<file path="config.mk">
export PLATFORM = sky130hd
export DESIGN_NAME = rtcq_queue
export DESIGN_NICKNAME = d
export VERILOG_FILES = /design/src/rtl/rtcq_pkg.sv /design/src/rtl/rtcq_cell.sv /design/src/rtl/rtcq_queue.sv
export SDC_FILE = /design/constraint.sdc
export NUM_CORES = 2
export LEC_CHECK = 0
export BUFFER_PORTS_ARGS = -buffer_cell sky130_fd_sc_hd__buf_2
export CAP_MARGIN = 25
export CORE_ASPECT_RATIO = 0.9
export CORE_MARGIN = 2
export CORE_UTILIZATION = 55
export CTS_CLUSTER_DIAMETER = 60
export DETAILED_ROUTE_END_ITERATION = 8
export PLACE_DENSITY = 0.71
export SLEW_MARGIN = 20
export SYNTH_ARGS = -nofsm -noshare
export SYNTH_HDL_FRONTEND = slang
export SYNTH_HIERARCHICAL = 1
export SYNTH_SLANG_ARGS = --single-unit
</file>
<file path="constraint.sdc">
create_clock -name clk_i -period 8.9 [get_ports clk_i]
set_input_delay 1.78 -clock clk_i [delete_from_list [all_inputs] [get_ports clk_i]]
set_output_delay 1.78 -clock clk_i [all_outputs]
set_load 0.02 [all_outputs]
</file>
<file path="src/rtl/rtcq_pkg.sv">
package rtcq_pkg;

  localparam int unsigned TIME_W    = 48;
  localparam int unsigned OUT_TAG_W = 16;
  localparam int unsigned STATUS_W  = 2;

  localparam logic MODE_STORE   = 1'b0;
  localparam logic MODE_REQUEST = 1'b1;

  localparam logic [STATUS_W-1:0] STAT_STORED   = 2'd0;
  localparam logic [STATUS_W-1:0] STAT_FULL     = 2'd1;
  localparam logic [STATUS_W-1:0] STAT_RELEASED = 2'd2;
  localparam logic [STATUS_W-1:0] STAT_NONE_DUE = 2'd3;

  // Per-cell control, shared by the whole row except the position flags
  typedef struct packed {
    logic ins;
    logic pop;
    logic occupied;
    logic at_tail;
  } cell_ctrl_t;

endpackage

</file>
<file path="src/rtl/rtcq_cell.sv">
module rtcq_cell #(
  parameter int unsigned TAG_BITS = 16
) (
  input  logic                        clk_i,
  input  rtcq_pkg::cell_ctrl_t        ctrl_i,
  input  logic [rtcq_pkg::TIME_W-1:0] new_time_i,
  input  logic [TAG_BITS-1:0]         new_tag_i,
  input  logic                        prev_shift_i,
  input  logic [rtcq_pkg::TIME_W-1:0] prev_time_i,
  input  logic [TAG_BITS-1:0]         prev_tag_i,
  input  logic [rtcq_pkg::TIME_W-1:0] next_time_i,
  input  logic [TAG_BITS-1:0]         next_tag_i,
  output logic                        shift_o,
  output logic [rtcq_pkg::TIME_W-1:0] time_o,
  output logic [TAG_BITS-1:0]         tag_o
);
  import rtcq_pkg::*;

  logic [TIME_W-1:0]   time_q, time_d;
  logic [TAG_BITS-1:0] tag_q, tag_d;
  logic                write;

  // Strictly later entries move back, so equal times keep arrival order
  assign shift_o = ctrl_i.occupied && (time_q > new_time_i);
  assign write   = ctrl_i.ins && (shift_o || ctrl_i.at_tail);

  always_comb begin
    time_d = time_q;
    tag_d  = tag_q;
    if (ctrl_i.pop) begin
      time_d = next_time_i;
      tag_d  = next_tag_i;
    end else if (write) begin
      if (prev_shift_i) begin
        time_d = prev_time_i;
        tag_d  = prev_tag_i;
      end else begin
        time_d = new_time_i;
        tag_d  = new_tag_i;
      end
    end
  end

  always_ff @(posedge clk_i) begin
    time_q <= time_d;
    tag_q  <= tag_d;
  end

  assign time_o = time_q;
  assign tag_o  = tag_q;

endmodule

</file>
<file path="src/rtl/rtcq_queue.sv">
module rtcq_queue #(
  parameter int unsigned DEPTH    = 16,
  parameter int unsigned TAG_BITS = 16,
  parameter int unsigned CNT_W    = $clog2(DEPTH + 1)
) (
  input  logic                        clk_i,
  input  logic                        rst_ni,
  input  logic                        ins_i,
  input  logic                        pop_i,
  input  logic [rtcq_pkg::TIME_W-1:0] new_time_i,
  input  logic [TAG_BITS-1:0]         new_tag_i,
  output logic [CNT_W-1:0]            count_o,
  output logic [rtcq_pkg::TIME_W-1:0] head_time_o,
  output logic [TAG_BITS-1:0]         head_tag_o
);
  import rtcq_pkg::*;

  logic [CNT_W-1:0]    count_q, count_d;
  logic [TIME_W-1:0]   cell_time [DEPTH];
  logic [TAG_BITS-1:0] cell_tag  [DEPTH];
  logic                cell_shift [DEPTH];

  for (genvar i = 0; i < DEPTH; i++) begin : g_cell
    cell_ctrl_t          ctrl;
    logic                prev_shift;
    logic [TIME_W-1:0]   prev_time, next_time;
    logic [TAG_BITS-1:0] prev_tag, next_tag;

    assign ctrl.ins      = ins_i;
    assign ctrl.pop      = pop_i;
    assign ctrl.occupied = (CNT_W'(i) < count_q);
    assign ctrl.at_tail  = (CNT_W'(i) == count_q);

    if (i == 0) begin : g_first
      assign prev_shift = 1'b0;
      assign prev_time  = new_time_i;
      assign prev_tag   = new_tag_i;
    end else begin : g_mid
      assign prev_shift = cell_shift[i-1];
      assign prev_time  = cell_time[i-1];
      assign prev_tag   = cell_tag[i-1];
    end

    if (i == DEPTH - 1) begin : g_last
      assign next_time = cell_time[i];
      assign next_tag  = cell_tag[i];
    end else begin : g_inner
      assign next_time = cell_time[i+1];
      assign next_tag  = cell_tag[i+1];
    end

    rtcq_cell #(
      .TAG_BITS(TAG_BITS)
    ) u_cell (
      .clk_i       (clk_i),
      .ctrl_i      (ctrl),
      .new_time_i  (new_time_i),
      .new_tag_i   (new_tag_i),
      .prev_shift_i(prev_shift),
      .prev_time_i (prev_time),
      .prev_tag_i  (prev_tag),
      .next_time_i (next_time),
      .next_tag_i  (next_tag),
      .shift_o     (cell_shift[i]),
      .time_o      (cell_time[i]),
      .tag_o       (cell_tag[i])
    );
  end

  always_comb begin
    count_d = count_q;
    if (ins_i) begin
      count_d = count_q + CNT_W'(1);
    end else if (pop_i) begin
      count_d = count_q - CNT_W'(1);
    end
  end

  always_ff @(posedge clk_i or negedge rst_ni) begin
    if (!rst_ni) begin
      count_q <= '0;
    end else begin
      count_q <= count_d;
    end
  end

  assign count_o     = count_q;
  assign head_time_o = cell_time[0];
  assign head_tag_o  = cell_tag[0];

endmodule

</file>
==> metrics <==
status=finished, final reports clean; Layout Area Growth over Synthesis=9.17%; floorplan core area=0.131 mm^2; Slew @ Worst Pin=1.06 ns; Psw=9260 uW; fin crit period=5.63 ns; max-slew violations=0; Die W=386 um; TNS Setup=0 ns; Clock Path Buffers=3; DIE AREA=0.134 mm^2; First-pass DRT Iterations=7; CP max FO=33; CP cell instances=buf_2 > inv_1 > ha_1 > nand4_1 > nor4_1 > or4b_1 > nor2b_1 > o221a_1 > nor2_4 > buf_4 > mux2i_1 > o21ai_0; largest net degree at the start of global routing=269; Final Hold Vio Count=0; non-filler instance count after layout=9177; clk_lat worst skew=0.77 ns; worst path buffer plus inverter count=3; Reg clk slew, reported paths=0.07 ns; Util after Layout=60.3%; IO Pins=137; RSZ-0062 raised after global routing=no; Worst VDD drop=0.000218 V; via count=55600; biggest cell delay along the critical path=0.72 ns; fmax=178 MHz; P_int=14400 uW; Overflow after GRT=0; CTS tree=built; Yosys Warn Count=6; Nets=8191; Final HPWL DP=137000 um; fin crit share=63.3%; hold_ws=0.531 ns; DRT antenna net count=0; Post-route DRC=0; initial core utilization=55.2%; crit path launch type=input port; commonest non-fill, non-tap cell in the layout=nand2_1; Post-CTS Resized=0; arrival time worst endpoint=6.09 ns; Comb power frac=39.4%; Die Height=348 um; max cap viols=0; most frequent cells in the layout=nand2_1, o21ai_0, mux2i_1, edfxtp_1, inv_1; CP max-delay cell=nor2_4; proportion of power drawn by flip-flops and latches=40.3%; Final setup viols=0; WS Path Type=input port to register; pwr dens=300 mW/mm^2; Port Buffers=136; GRT Total Usage=27.8%; LEAKAGE=0.0328 uW; cts hold-fix bufs=0; Crit path max-delay family=simple AND/OR/NAND/NOR gates; final WL=190000 um; share of cells above drive strength 1=7.20%; Setup crit end kind=register; routability cong.=0.883; placed insts=8952; mapped cell area=0.0722 mm^2; Final Power=23600 uW; first-pass GRT wire length=302000 um; H-tree lvl count=3; Net Sw Frac=39.1%; Vias/cell=6.06; total CTS buffers=113; clock power share=20.3%; drt wl/cell=20.7 um; Clock Root Buffer=clkbuf_16; Hold Path Class=register to register; Worst Path Required=9.36 ns; vias in the first global route=56400; Setup Fix Bufs, Post-CTS=0; initial antenna violation count=7; Core Rows=126; Post-Syn Instances=7348; Avg Inst Size Synth=9.82 um^2; Fin Clk Skew=0.0444 ns; CTS Sinks=1029; Slew HR=29.4%; DR iter-0 viols=4660; Post-Syn Nets=8188
## registers in the layout, indices dropped and copies added, names as in the netlist
signal and flops:
g_cell.u_cell/time_o 768, count_o 5, g_cell.u_cell/tag_o 256
## per-layer routing
layer | track usage, % | wire [um] | up-vias
met4 | 8.27 | 5290 | 10
met2 | 48.8 | 94600 | 1513
met3 | 3.64 | 10100 | 340
met5 | 0 | 54 | -
li1 | - | - | 26500
met1 | 35.7 | 79600 | 27300
## worst min-delay path: stages, from the launching register on
cell	delay [ns]
edfxtp_1	0.35
nand2_1	0.05
o21ai_0	0.06
## power by group through the flow
stage | combinational (uW) | clock [uW] | sequential (uW)
finish | 9320 | 4790 | 9540
global route | 10300 | 5030 | 9750
CTS | 9090 | 4860 | 9560
detailed placement | 9050 | 0 | 9620
global placement | 8580 | 0 | 9620
floorplan | 6580 | 0 | 9160
## path summary, 6_finish.rpt
| path | start | to | slack (ns) | cells past startpoint |
|---|---|---|---|---|
| min reg2reg | g_cell[11].u_cell/tag_o[5]$_DFFE_PP_ | g_cell[10].u_cell/tag_o[5]$_DFFE_PP_ | 0.53 | 2 |
| max in group asynchronous | rst_ni | count_o[4]$_DFFE_PN0P_ | 7.94 | 1 |
| max | new_time_i[30] | g_cell[3].u_cell/time_o[23]$_DFFE_PP_ | 3.27 | 12 |
| max reg2reg | g_cell[2].u_cell/time_o[27]$_DFFE_PP_ | g_cell[3].u_cell/time_o[23]$_DFFE_PP_ | 4.44 | 10 |
| min | g_cell[11].u_cell/tag_o[5]$_DFFE_PP_ | g_cell[10].u_cell/tag_o[5]$_DFFE_PP_ | 0.53 | 2 |
| min in group asynchronous | rst_ni | count_o[0]$_DFFE_PN0P_ | 0.83 | 1 |
## layout make-up
cell class / instances / area, um^2
Antenna cell: 2 / 5.00
Clock buffer: 136 / 2910
Clock inverter: 75 / 787
Fill cell: 10900 / 51900
Inverter: 788 / 2960
Multi-Input combinational cell: 5189 / 37200
Sequential cell: 1029 / 30900
Tap cell: 1728 / 2160
Timing Repair Buffer: 230 / 1880
## per-stage QoR
step	cell area (um^2)	worst slack [ns]
after floorplan	72200	1.88
after global placement	74500	2.54
after detailed placement	74700	2.55
after CTS	78400	3.32
after global routing	78800	3.02
final	78800	3.27
Power figures use the tool's default switching activity.
